File: config.mk
export PLATFORM = sky130hd
export DESIGN_NAME = swept_box_overlap_separate
export DESIGN_NICKNAME = d
export VERILOG_FILES = /design/src/sv/sbos_pkg.sv /design/src/sv/sbos_resolve.sv /design/src/sv/swept_box_overlap_separate.sv
export SDC_FILE = /design/constraint.sdc
export NUM_CORES = 1
export LEC_CHECK = 0
export BUFFER_PORTS_ARGS = -buffer_cell sky130_fd_sc_hd__buf_2
export CAP_MARGIN = 20
export CORE_MARGIN = 2
export CORE_UTILIZATION = 30
export DETAILED_ROUTE_END_ITERATION = 8
export GPL_TIMING_DRIVEN = 0
export PLACE_DENSITY = 0.52
export SLEW_MARGIN = 40
export SYNTH_ARGS = -nofsm -noshare
export SYNTH_HDL_FRONTEND = slang
export SYNTH_HIERARCHICAL = 1
export SYNTH_SLANG_ARGS = --single-unit
File: constraint.sdc
create_clock -name clk_i -period 17.5 [get_ports clk_i]
set_clock_uncertainty 0.15 [all_clocks]
set_input_delay 4.375 -clock clk_i [delete_from_list [all_inputs] [get_ports clk_i]]
set_output_delay 4.375 -clock clk_i [all_outputs]
set_load 0.02 [all_outputs]
File: src/sv/sbos_pkg.sv
package sbos_pkg;

  localparam int unsigned BIAS_WIDTH = 16;
  localparam logic [BIAS_WIDTH-1:0] BIAS_RESET = 16'd1024;

  // flag bit positions
  localparam int unsigned FLAG_FIXED  = 0;
  localparam int unsigned FLAG_POS    = 1;
  localparam int unsigned FLAG_NEG    = 2;
  localparam int unsigned FLAG_ENTITY = 3;

  localparam int unsigned A_FLAGS_WIDTH = 3;
  localparam int unsigned B_FLAGS_WIDTH = 4;

  // touch codes
  localparam logic [1:0] TOUCH_NONE = 2'b00;
  localparam logic [1:0] TOUCH_POS  = 2'b01;
  localparam logic [1:0] TOUCH_NEG  = 2'b10;

  typedef struct packed {
    logic [1:0] a_touch;
    logic [1:0] b_touch;
    logic       separated;
  } sbos_status_t;

endpackage

File: src/sv/sbos_resolve.sv
module sbos_resolve #(
  parameter int unsigned POSITION_WIDTH = 24,
  parameter int unsigned FRACTION_BITS  = 8,
  parameter int unsigned SIZE_WIDTH     = 12
) (
  input  logic signed [POSITION_WIDTH-1:0]           a_position_i,
  input  logic signed [POSITION_WIDTH-1:0]           a_last_position_i,
  input  logic        [SIZE_WIDTH-1:0]               a_size_along_i,
  input  logic signed [POSITION_WIDTH-1:0]           a_last_across_i,
  input  logic        [SIZE_WIDTH-1:0]               a_size_across_i,
  input  logic        [sbos_pkg::A_FLAGS_WIDTH-1:0]  a_flags_i,
  input  logic signed [POSITION_WIDTH-1:0]           b_position_i,
  input  logic signed [POSITION_WIDTH-1:0]           b_last_position_i,
  input  logic        [SIZE_WIDTH-1:0]               b_size_along_i,
  input  logic signed [POSITION_WIDTH-1:0]           b_last_across_i,
  input  logic        [SIZE_WIDTH-1:0]               b_size_across_i,
  input  logic        [sbos_pkg::B_FLAGS_WIDTH-1:0]  b_flags_i,
  input  logic        [sbos_pkg::BIAS_WIDTH-1:0]     push_margin_i,
  output logic signed [POSITION_WIDTH-1:0]           a_new_position_o,
  output logic signed [POSITION_WIDTH-1:0]           a_new_last_position_o,
  output logic signed [POSITION_WIDTH-1:0]           b_new_position_o,
  output logic signed [POSITION_WIDTH-1:0]           b_new_last_position_o,
  output sbos_pkg::sbos_status_t                     status_o
);

  localparam int unsigned SFX_WIDTH = SIZE_WIDTH + FRACTION_BITS;
  localparam int unsigned BASE_W0   = (POSITION_WIDTH > SFX_WIDTH) ? POSITION_WIDTH : SFX_WIDTH;
  localparam int unsigned BASE_W1   = (BASE_W0 > sbos_pkg::BIAS_WIDTH + 1) ?
                                      BASE_W0 : sbos_pkg::BIAS_WIDTH + 1;
  // headroom for motion sums doubled and for doubled overlaps
  localparam int unsigned W = BASE_W1 + 4;

  localparam logic signed [W-1:0] POS_MAX = {{(W-POSITION_WIDTH+1){1'b0}},
                                             {(POSITION_WIDTH-1){1'b1}}};
  localparam logic signed [W-1:0] POS_MIN = ~POS_MAX;

  function automatic logic signed [POSITION_WIDTH-1:0] sat(input logic signed [W-1:0] v);
    logic signed [W-1:0] r;
    r = v;
    if (v > POS_MAX) r = POS_MAX;
    if (v < POS_MIN) r = POS_MIN;
    return r[POSITION_WIDTH-1:0];
  endfunction

  logic signed [W-1:0] ap, al, ax, bp, bl, bx;
  logic signed [W-1:0] aw, ah, bw, bh, bias;
  logic signed [W-1:0] d1, d2, d1a, d2a;
  logic signed [W-1:0] a_lo, a_hi, b_lo, b_hi;
  logic signed [W-1:0] lim2, pos_ov, neg_ov, pos_abs, neg_abs;
  logic signed [W-1:0] overlap, half, ap_n, al_n, bp_n, bl_n;
  logic                a_fixed, b_fixed, hit, pos_side, pos_ok, neg_ok;
  sbos_pkg::sbos_status_t st;

  assign ap   = W'(a_position_i);
  assign al   = W'(a_last_position_i);
  assign ax   = W'(a_last_across_i);
  assign bp   = W'(b_position_i);
  assign bl   = W'(b_last_position_i);
  assign bx   = W'(b_last_across_i);
  assign aw   = $signed(W'(a_size_along_i)) <<< FRACTION_BITS;
  assign ah   = $signed(W'(a_size_across_i)) <<< FRACTION_BITS;
  assign bw   = $signed(W'(b_size_along_i)) <<< FRACTION_BITS;
  assign bh   = $signed(W'(b_size_across_i)) <<< FRACTION_BITS;
  assign bias = $signed(W'(push_margin_i));

  assign a_fixed = a_flags_i[sbos_pkg::FLAG_FIXED];
  assign b_fixed = b_flags_i[sbos_pkg::FLAG_FIXED];

  assign d1  = ap - al;
  assign d2  = bp - bl;
  assign d1a = (d1 < 0) ? -d1 : d1;
  assign d2a = (d2 < 0) ? -d2 : d2;

  // swept extent runs from the lower of now/last to the higher plus size
  assign a_lo = (d1 > 0) ? al : ap;
  assign a_hi = ((d1 > 0) ? ap : al) + aw;
  assign b_lo = (d2 > 0) ? bl : bp;
  assign b_hi = ((d2 > 0) ? bp : bl) + bw;

  assign hit = (a_hi > b_lo) && (a_lo < b_hi) && (ax + ah > bx) && (ax < bx + bh);

  // limit kept doubled so a halved odd bias loses nothing
  assign lim2 = ((d1a + d2a) <<< 1) +
                (b_flags_i[sbos_pkg::FLAG_ENTITY] ? bias : (bias <<< 1));

  assign pos_ov  = ap + aw - bp;
  assign neg_ov  = ap - bw - bp;
  assign pos_abs = (pos_ov < 0) ? -pos_ov : pos_ov;
  assign neg_abs = (neg_ov < 0) ? -neg_ov : neg_ov;
  assign pos_side = pos_abs < neg_abs;

  assign pos_ok = !((pos_ov <<< 1) > lim2) && a_flags_i[sbos_pkg::FLAG_POS] &&
                  b_flags_i[sbos_pkg::FLAG_NEG];
  assign neg_ok = !(-(neg_ov <<< 1) > lim2) && a_flags_i[sbos_pkg::FLAG_NEG] &&
                  b_flags_i[sbos_pkg::FLAG_POS];

  always_comb begin
    st.a_touch   = sbos_pkg::TOUCH_NONE;
    st.b_touch   = sbos_pkg::TOUCH_NONE;
    st.separated = 1'b0;
    overlap      = '0;
    if (!(a_fixed && b_fixed) && hit) begin
      if (pos_side) begin
        if (pos_ok) begin
          overlap    = pos_ov;
          st.a_touch = sbos_pkg::TOUCH_POS;
          st.b_touch = sbos_pkg::TOUCH_NEG;
        end
      end else begin
        if (neg_ok) begin
          overlap    = neg_ov;
          st.a_touch = sbos_pkg::TOUCH_NEG;
          st.b_touch = sbos_pkg::TOUCH_POS;
        end
      end
    end
    st.separated = (overlap != '0);
  end

  assign half = overlap >>> 1;

  always_comb begin
    ap_n = ap;
    al_n = al;
    bp_n = bp;
    bl_n = bl;
    if (st.separated) begin
      if (!a_fixed && !b_fixed) begin
        ap_n = ap - half;
        bp_n = bp + half;
      end else if (!a_fixed) begin
        ap_n = ap - overlap;
        al_n = ap - overlap;
      end else begin
        bp_n = bp + overlap;
        bl_n = bp + overlap;
      end
    end
  end

  assign a_new_position_o      = sat(ap_n);
  assign a_new_last_position_o = sat(al_n);
  assign b_new_position_o      = sat(bp_n);
  assign b_new_last_position_o = sat(bl_n);
  assign status_o              = st;

endmodule

File: src/sv/swept_box_overlap_separate.sv
// channel  | direction | handshake               | payload
// ---------+-----------+-------------------------+----------------------------------
// in       | input     | in_valid_i / in_stall_o | a_* and b_* box fields
// out      | output    | out_valid_o/out_stall_i | new positions, touches, separated
// cfg      | input     | cfg_we_i                | cfg_wdata_i (push margin)
//
// one box pair per cycle unless in_stall_o is high; a transaction taken sits in the input
// register, the resolve logic fills the output register from it when out can advance,
// which raises out_valid_o, and the result leaves from the output register
// the output register holds a stalled result while the input register may
// still take a transaction; in_stall_o rises only when both are full and out
// is stalled
// reset empties both stages and loads the push margin with its default of 1024
module swept_box_overlap_separate #(
  parameter int unsigned POSITION_WIDTH = 24,
  parameter int unsigned FRACTION_BITS  = 8,
  parameter int unsigned SIZE_WIDTH     = 12
) (
  input  logic                                       clk_i,
  input  logic                                       rst_ni,
  input  logic                                       cfg_we_i,
  input  logic        [sbos_pkg::BIAS_WIDTH-1:0]     cfg_wdata_i,
  input  logic                                       in_valid_i,
  output logic                                       in_stall_o,
  input  logic signed [POSITION_WIDTH-1:0]           a_position_i,
  input  logic signed [POSITION_WIDTH-1:0]           a_last_position_i,
  input  logic        [SIZE_WIDTH-1:0]               a_size_along_i,
  input  logic signed [POSITION_WIDTH-1:0]           a_last_across_i,
  input  logic        [SIZE_WIDTH-1:0]               a_size_across_i,
  input  logic        [sbos_pkg::A_FLAGS_WIDTH-1:0]  a_flags_i,
  input  logic signed [POSITION_WIDTH-1:0]           b_position_i,
  input  logic signed [POSITION_WIDTH-1:0]           b_last_position_i,
  input  logic        [SIZE_WIDTH-1:0]               b_size_along_i,
  input  logic signed [POSITION_WIDTH-1:0]           b_last_across_i,
  input  logic        [SIZE_WIDTH-1:0]               b_size_across_i,
  input  logic        [sbos_pkg::B_FLAGS_WIDTH-1:0]  b_flags_i,
  output logic                                       out_valid_o,
  input  logic                                       out_stall_i,
  output logic signed [POSITION_WIDTH-1:0]           a_new_position_o,
  output logic signed [POSITION_WIDTH-1:0]           a_new_last_position_o,
  output logic signed [POSITION_WIDTH-1:0]           b_new_position_o,
  output logic signed [POSITION_WIDTH-1:0]           b_new_last_position_o,
  output logic        [1:0]                          a_touch_o,
  output logic        [1:0]                          b_touch_o,
  output logic                                       separated_o
);

  logic [sbos_pkg::BIAS_WIDTH-1:0] bias_q;

  logic in_vld_d, in_vld_q, out_vld_d, out_vld_q;
  logic in_adv, out_adv;

  logic signed [POSITION_WIDTH-1:0]          ap_q, al_q, ax_q, bp_q, bl_q, bx_q;
  logic        [SIZE_WIDTH-1:0]              aw_q, ah_q, bw_q, bh_q;
  logic        [sbos_pkg::A_FLAGS_WIDTH-1:0] af_q;
  logic        [sbos_pkg::B_FLAGS_WIDTH-1:0] bf_q;

  logic signed [POSITION_WIDTH-1:0] ap_n, al_n, bp_n, bl_n;
  logic signed [POSITION_WIDTH-1:0] ap_o_q, al_o_q, bp_o_q, bl_o_q;
  sbos_pkg::sbos_status_t           st_n, st_q;

  always_ff @(posedge clk_i or negedge rst_ni) begin
    if (!rst_ni) begin
      bias_q <= sbos_pkg::BIAS_RESET;
    end else if (cfg_we_i) begin
      bias_q <= cfg_wdata_i;
    end
  end

  assign out_adv   = !out_vld_q || !out_stall_i;
  assign in_adv    = !in_vld_q || out_adv;
  assign in_stall_o = !in_adv;

  assign in_vld_d  = in_adv ? in_valid_i : in_vld_q;
  assign out_vld_d = out_adv ? in_vld_q : out_vld_q;

  always_ff @(posedge clk_i or negedge rst_ni) begin
    if (!rst_ni) begin
      in_vld_q  <= 1'b0;
      out_vld_q <= 1'b0;
    end else begin
      in_vld_q  <= in_vld_d;
      out_vld_q <= out_vld_d;
    end
  end

  always_ff @(posedge clk_i) begin
    if (in_adv && in_valid_i) begin
      ap_q <= a_position_i;
      al_q <= a_last_position_i;
      aw_q <= a_size_along_i;
      ax_q <= a_last_across_i;
      ah_q <= a_size_across_i;
      af_q <= a_flags_i;
      bp_q <= b_position_i;
      bl_q <= b_last_position_i;
      bw_q <= b_size_along_i;
      bx_q <= b_last_across_i;
      bh_q <= b_size_across_i;
      bf_q <= b_flags_i;
    end
  end

  sbos_resolve #(
    .POSITION_WIDTH (POSITION_WIDTH),
    .FRACTION_BITS  (FRACTION_BITS),
    .SIZE_WIDTH     (SIZE_WIDTH)
  ) u_resolve (
    .a_position_i          (ap_q),
    .a_last_position_i     (al_q),
    .a_size_along_i        (aw_q),
    .a_last_across_i       (ax_q),
    .a_size_across_i       (ah_q),
    .a_flags_i             (af_q),
    .b_position_i          (bp_q),
    .b_last_position_i     (bl_q),
    .b_size_along_i        (bw_q),
    .b_last_across_i       (bx_q),
    .b_size_across_i       (bh_q),
    .b_flags_i             (bf_q),
    .push_margin_i         (bias_q),
    .a_new_position_o      (ap_n),
    .a_new_last_position_o (al_n),
    .b_new_position_o      (bp_n),
    .b_new_last_position_o (bl_n),
    .status_o              (st_n)
  );

  always_ff @(posedge clk_i) begin
    if (out_adv && in_vld_q) begin
      ap_o_q <= ap_n;
      al_o_q <= al_n;
      bp_o_q <= bp_n;
      bl_o_q <= bl_n;
      st_q   <= st_n;
    end
  end

  assign out_valid_o           = out_vld_q;
  assign a_new_position_o      = ap_o_q;
  assign a_new_last_position_o = al_o_q;
  assign b_new_position_o      = bp_o_q;
  assign b_new_last_position_o = bl_o_q;
  assign a_touch_o             = st_q.a_touch;
  assign b_touch_o             = st_q.b_touch;
  assign separated_o           = st_q.separated;

endmodule

==> results.md, run 1 <==
- Synth Flop Type: edfxtp_1
- Synth Register Bits: 318
- Seq/Total Area, Yosys: 26.35%
- Worst path required time: roughly 18 ns
- Clock Sinks: 318
- Fmax: 59.91 MHz
- Initial Util: 30.32%
- Core area: 118400 sq um
- Critical Path Sink Type: flop
- Post-synth EDFFs: 300
- Drt wl/cell: 24.45 um
- CP max stage cell: a41oi_1
- DRC: 0
- Ports: 323
- Mapped Area: roughly 36000 sq um
- Cells after Synth: between 4000 and 5000
- Final setup margin: 0.8071 ns
- Detailed-placement wirelength estimate: 124400 um
- Xor and xnor area share after synthesis: 8.982%
- ANT nets after route: 0
- CTS buffer count: 39
- Root Buffer: clkbuf_16
- Layout cell share with drive strength beyond 1: 14.19%
- Bufs and invs on worst path: 9
- Setup violations, final: 0
- Min Clock Period, post-route: 16.69 ns
- Clk slew on worst S/H paths: 0.06 ns
- Simple-gate share of the synthesized area: 15.81%
- CP Class: reg2reg
- Dominant cells by area after synthesis: edfxtp_1 25%, ha_1 17%, xnor2_1 5.8%
- Hold crit path type: reg2reg
- Dominant cell by count in the synthesized netlist: ha_1
- Pin count of the biggest net entering global routing: 42
- Final Hold Violating Endpoints: 0
- Via density: 5.425
- # hold bufs at CTS: 0
- DIE AREA: 122400 sq um
- Die Span Y: 349.9 um
- Drt first pass iters: 6
- Total negative slack: 0 ns
- Gr usage total: 23.65%
- Finished Core Util: between 30% and 40%
- Warnings from Yosys: 6
- Largest stage delay on the critical path: roughly 0.57 ns
- Multiplexer share of the synthesized area: 2.367%
- Largest family of logic cells by synthesized area: compound AO/OA/AOI/OAI gates
- Layout Area Growth over Synthesis: 15.54%
- # rows: 126
- Setup Slack @ Placement: -0.9416 ns
- Via count: 32970
- H-tree Lvls: 2
- Area leader, netlist: edfxtp_1
- Max-slew headroom at the worst pin: 35.21%
- Crit path DAT: 16.90 ns
- Pins over their slew limit: 0
- Ys async rst share: 5.660%
- Mean Syn Cell Area: 8.840 sq um
- LEAKAGE: 17.94 nW
- Initial DRC count: approximately 2600
- Top delay family on crit path: compound AO/OA/AOI/OAI gates
- CTS tree: built
- Pwr Total: between 0.005 and 0.006 W
- CP Max Fanout: 10
- Worst-Skew Late Latency: 0.63 ns
- Tcrit/Tclk final: 95.39%
- Clock tree buffer depth: 3
- Placed Cells: 6000
- Post-synth cell types: 127
- Status: finished, final reports clean
- Startpoint type of the worst setup path: flop
- Non-Filler Instances: 6078
- Die W: 349.9 um
- Layout Nets: 5186
- Overflow after GRT: 0
- Tightest Pin Transition: between 0.9 and 1 ns
- Vias in the first global route: 32030
- GPL Wtd Cong: 0.9726
- First-pass GRT wire length: 213300 um
- Compound-Gate Fraction of Synth Area: a little under a quarter
- Share of the synthesized area in the top cell type: 25.09%
- Post-Synth Adder-Cell Area: 18.94%
- Max_cap viols: 0
- P per Cell Area: 135.9 nW/um^2
- Port-buffer cells: 321
- Post-synth top cells: 481 x ha_1, 343 x a21oi_1, 329 x inv_1
- Initial antenna violation count: 2
- WL final: 148600 um
- RSZ-0062 raised after global routing: false
- Worst-case vdd ir drop: 0.1012 mV
-- layer usage --
metal	GRT usage [%]	part of all wire, %	wire [um]	up-vias
li1	-	-	-	15720
met5	0	0.017	25	-
met2	38.52	45	67500	1150
met3	3.094	5.7	8492	247
met1	30.90	44	64720	15850
met4	11.32	5.3	7885	4
-- worst paths after layout --
kind / from / endpoint / slack (ns) / cells past startpoint
min in group asynchronous: rst_ni / bias_q[14] / 3.52 / 1
worst min register to register: in_vld_q / out_valid_o / 0.32 / 1
worst max-delay path: ap_q[0] / b_new_position_o[4] / 0.81 / 67
max in group asynchronous: rst_ni / bias_q[10] / 13.34 / 1
worst max register to register: ap_q[0] / b_new_position_o[4] / 0.81 / 67
worst min-delay path: in_vld_q / out_valid_o / 0.32 / 1
-- state kept, by name, indices dropped and copies added (netlist names) --
| signal | count |
|---|---|
| b_new_position_o | 24 |
| separated_o | 1 |
| ax_q | 24 |
| bf_q | 4 |
| af_q | 3 |
| b_touch_o | 2 |
| bl_q | 24 |
| bp_q | 24 |
| b_new_last_position_o | 24 |
| a_touch_o | 2 |
| out_valid_o | 1 |
| in_vld_q | 1 |
| ap_q | 24 |
| al_q | 24 |
| ah_q | 12 |
| a_new_position_o | 24 |
| bias_q | 16 |
| bh_q | 12 |
| a_new_last_position_o | 24 |
| aw_q | 12 |
| bw_q | 12 |
| bx_q | 24 |
-- kinds of logic (layout without fill, tap and decap cells) --
logic type,count (synthesis),count (layout)
AO/OA/AOI/OAI,1230,1230
AND/OR/NAND/NOR,1105,1105
adder cells (fa/ha/maj),521,521
buffers and inverters,448,859
XOR/XNOR,363,363
flip-flops,318,318
multiplexers,74,74
other,2,8
-- cells in the final DEF (no fill, tap or decap), drive strengths merged, types with 29 or more instances in the layout --
master / netlist / layout
xnor2: 242 / 242
fa: 38 / 38
nand3: 76 / 76
a31oi: 54 / 54
xor2: 120 / 120
and3: 33 / 33
ha: 481 / 481
clkbuf: 78 / 125
nand4: 47 / 47
nand2b: 74 / 74
edfxtp: 300 / 300
nor3: 83 / 83
o21a: 57 / 57
o21ai: 260 / 260
a21oi: 346 / 346
o211ai: 30 / 30
buf: 35 / 377
nand2: 272 / 272
inv: 334 / 340
a211oi: 42 / 42
nor4: 34 / 34
nor2: 267 / 267
a21o: 142 / 142
o21bai: 36 / 36
nor2b: 77 / 77
or2: 38 / 38
mux2: 57 / 57
a22oi: 29 / 29
-- stage by stage --
stage,area (sq um),hold WS (ns)
6_report,41480,0.3241
5_1_grt,41470,0.3440
4_1_cts,41340,0.3278
3_5_place_dp,40010,0.3146
3_3_place_gp,39520,0.3052
2_1_floorplan,35910,0.2924
-- worst reg2reg max path, delay by kind of cell, from the launching register on --
family	cells	cell delay, ns
compound gates	34	8.24
simple gates	15	2.88
buf+inv	9	2.35
fa+ha+maj	5	1.54
flops	1	0.54
xor+xnor	2	0.47
mux	2	0.27
-- power breakdown --
| group | internal (W) | switching (W) | total [W] |
|---|---|---|---|
| logic | 0.00149 | 0.00235 | 0.00383 |
| registers | 0.000901 | 0.0000724 | 0.000973 |
| clock network | 0.000465 | 0.000367 | 0.000832 |
| total | 0.00285 | 0.00279 | 0.00564 |
-- what timing repair did --
item	CTS	global route
resized for setup	9	20
buffers inserted	4	2
setup endpoints to repair	92	92
pin swaps	0	1
-- area by class of cell --
cell class	count	area, sq um
Buffer	112	535.5
Inverter	335	1257
Tap cell	1600	2002
Timing Repair Buffer	343	1912
Antenna cell	3	7.507
Clock buffer	47	1006
Fill cell	12360	76920
Clock inverter	22	269.0
Sequential cell	318	9460
Multi-Input combinational cell	3298	25030
(Power assumes the default switching activity.)
==> run 2, diff against run 1 <==
Settings changed: CTS_BUF_LIST set to sky130_fd_sc_hd__clkbuf_16.
==> results.md, run 2 (synthesized netlist as in run 1, its figures left out) <==
- Crit path DAT: 16.90 ns (about the same)
- Fmax: 59.91 MHz (about the same)
- WL final: 148600 um (about the same)
- Layout Area Growth over Synthesis: 15.54% (unchanged)
- Detailed-placement wirelength estimate: 124400 um (unchanged)
- Most frequent cells in the layout: 481 x ha_1, 343 x buf_2, 340 x a21oi_1
- CTS tree: built
- Setup Slack @ Placement: -0.9416 ns (unchanged)
- # hold bufs at CTS: 0 (unchanged)
- Setup crit start: ap_q[0]
- H-tree Lvls: 2 (unchanged)
- Max-slew headroom at the worst pin: 35.21% (about the same)
- Startpoint type of the worst setup path: flop
- Core area: 118400 sq um (unchanged)
- Drt wl/cell: 24.45 um (about the same)
- Worst path required time: 17.71 ns (about the same)
- CP max stage cell: a41oi_1
- Pwr Total: 0.005632 W (about the same)
- Ports: 323 (unchanged)
- Die W: 349.9 um (unchanged)
- # rows: 126 (unchanged)
- Fill cell count: 12360 (unchanged)
- Final Instance Area: 41480 sq um (unchanged)
- Commonest non-fill, non-tap cell in the layout: ha_1
- Worst-Skew Late Latency: 0.63 ns (about the same)
- Final Hold Violating Endpoints: 0 (unchanged)
- Drt first pass iters: 6 (unchanged)
- Worst r2r src: ap_q[0]
- Initial DRC count: 2572 (unchanged)
- Max_cap viols: 0 (unchanged)
- Pin count of the biggest net entering global routing: 42 (unchanged)
- Status: finished, final reports clean
- Via density: 5.426 (about the same)
- Gr usage total: 23.65% (unchanged)
- Min Clock Period, post-route: 16.69 ns (-0.002401 ns)
- CTS buffer count: 39 (unchanged)
- LEAKAGE: 17.97 nW (+0.19%)
- Largest stage delay on the critical path: 0.57 ns (about the same)
- WHS Path Cells: 1 (unchanged)
- Setup violations, final: 0 (unchanged)
- Clk slew on worst S/H paths: 0.06 ns (about the same)
- CP Class: reg2reg
- First-pass GRT wire length: 213300 um (unchanged)
- Port-buffer cells: 321 (unchanged)
- DP Area: 40010 sq um (unchanged)
- Min-delay src: in_vld_q
- Layout Nets: 5186 (unchanged)
- Final setup margin: 0.8095 ns (+0.002401 ns)
- Root Buffer: clkbuf_16
- Overflow after GRT: 0 (unchanged)
- GPL Wtd Cong: 0.9726 (unchanged)
- ANT nets after route: 0 (unchanged)
- Clock tree buffer depth: 3 (unchanged)
- DRC: 0 (unchanged)
- CP Max Fanout: 10 (unchanged)
- Die Span Y: 349.9 um (unchanged)
- Finished Core Util: 35.03% (unchanged)
- Via count: 32980 (+0.033%)
- Worst-case vdd ir drop: 0.1011 mV (about the same)
- Vias in the first global route: 32030 (unchanged)
- Tcrit/Tclk final: 95.37% (about the same)
- RSZ-0062 raised after global routing: false
- P per Cell Area: 135.8 nW/um^2 (about the same)
- Critical Path Sink Type: flop
- R2R cell count: 67 (unchanged)
- Layout cell share with drive strength beyond 1: 14.19% (unchanged)
- DIE AREA: 122400 sq um (unchanged)
- Clock Sinks: 318 (unchanged)
- Initial Util: 30.32% (unchanged)
- Initial antenna violation count: 2 (unchanged)
- Hold crit path type: reg2reg
- Pins over their slew limit: 0 (unchanged)
- Tightest Pin Transition: 0.9649 ns (+0.0000007749 ns)
run 2: routing by layer:
metal  wire (um)  part of all wire, %  track usage [%]
met2       67500                   45            38.52
met3        8457                  5.7            3.094
met4        7885                  5.3            11.32
met5          25                0.017                0
met1       64750                   44            30.90
run 2: cell type report:
class,count,area (sq um),share of cell area [%]
Inverter,335,1257,3.031
Multi-Input combinational cell,3298,25030,60.34
Clock inverter,30,299.0,0.7209
Timing Repair Buffer,343,1912,4.609
Sequential cell,318,9460,22.81
Antenna cell,3,7.507,0.01810
Tap cell,1600,2002,4.826
Clock buffer,39,975.9,2.353
Buffer,112,535.5,1.291
run 2: power by group:
group / internal [W] / switching [W]
clock: 0.000460 / 0.000368
sequential: 0.000901 / 0.0000724
combinational: 0.00149 / 0.00235
run 2: through the flow:
step           hold WS, ns  TNS [ns]  cells
6_report            0.3241         0   6078
2_1_floorplan       0.2924         0   4064
3_3_place_gp        0.3052   -270.89   5985
5_1_grt             0.3440         0   6075
4_1_cts             0.3278         0   6073
3_5_place_dp        0.3146    -30.13   6000
run 2: repair_timing:
item	CTS	global route
resized for setup	9	20
endpoints found under the setup margin	92	92
pin swaps	0	1
setup buffers	4	2
run 2: critical path: cells and delay by family, from the launching register on:
| family | cells | cell delay (ns) |
|---|---|---|
| compound gates | 34 | 8.22 |
| fa+ha+maj | 5 | 1.53 |
| buf+inv | 9 | 2.31 |
| mux | 2 | 0.27 |
| xor+xnor | 2 | 0.47 |
| simple gates | 15 | 2.85 |
| flops | 1 | 0.54 |
run 2: final timing paths:
kind,slack (ns),end
hold reg to reg,0.32,out_valid_o
hold / removal,0.32,out_valid_o
max in group asynchronous,13.34,bias_q[10]
setup reg to reg,0.81,b_new_position_o[4]
setup / recovery,0.81,b_new_position_o[4]
min in group asynchronous,3.52,bias_q[14]
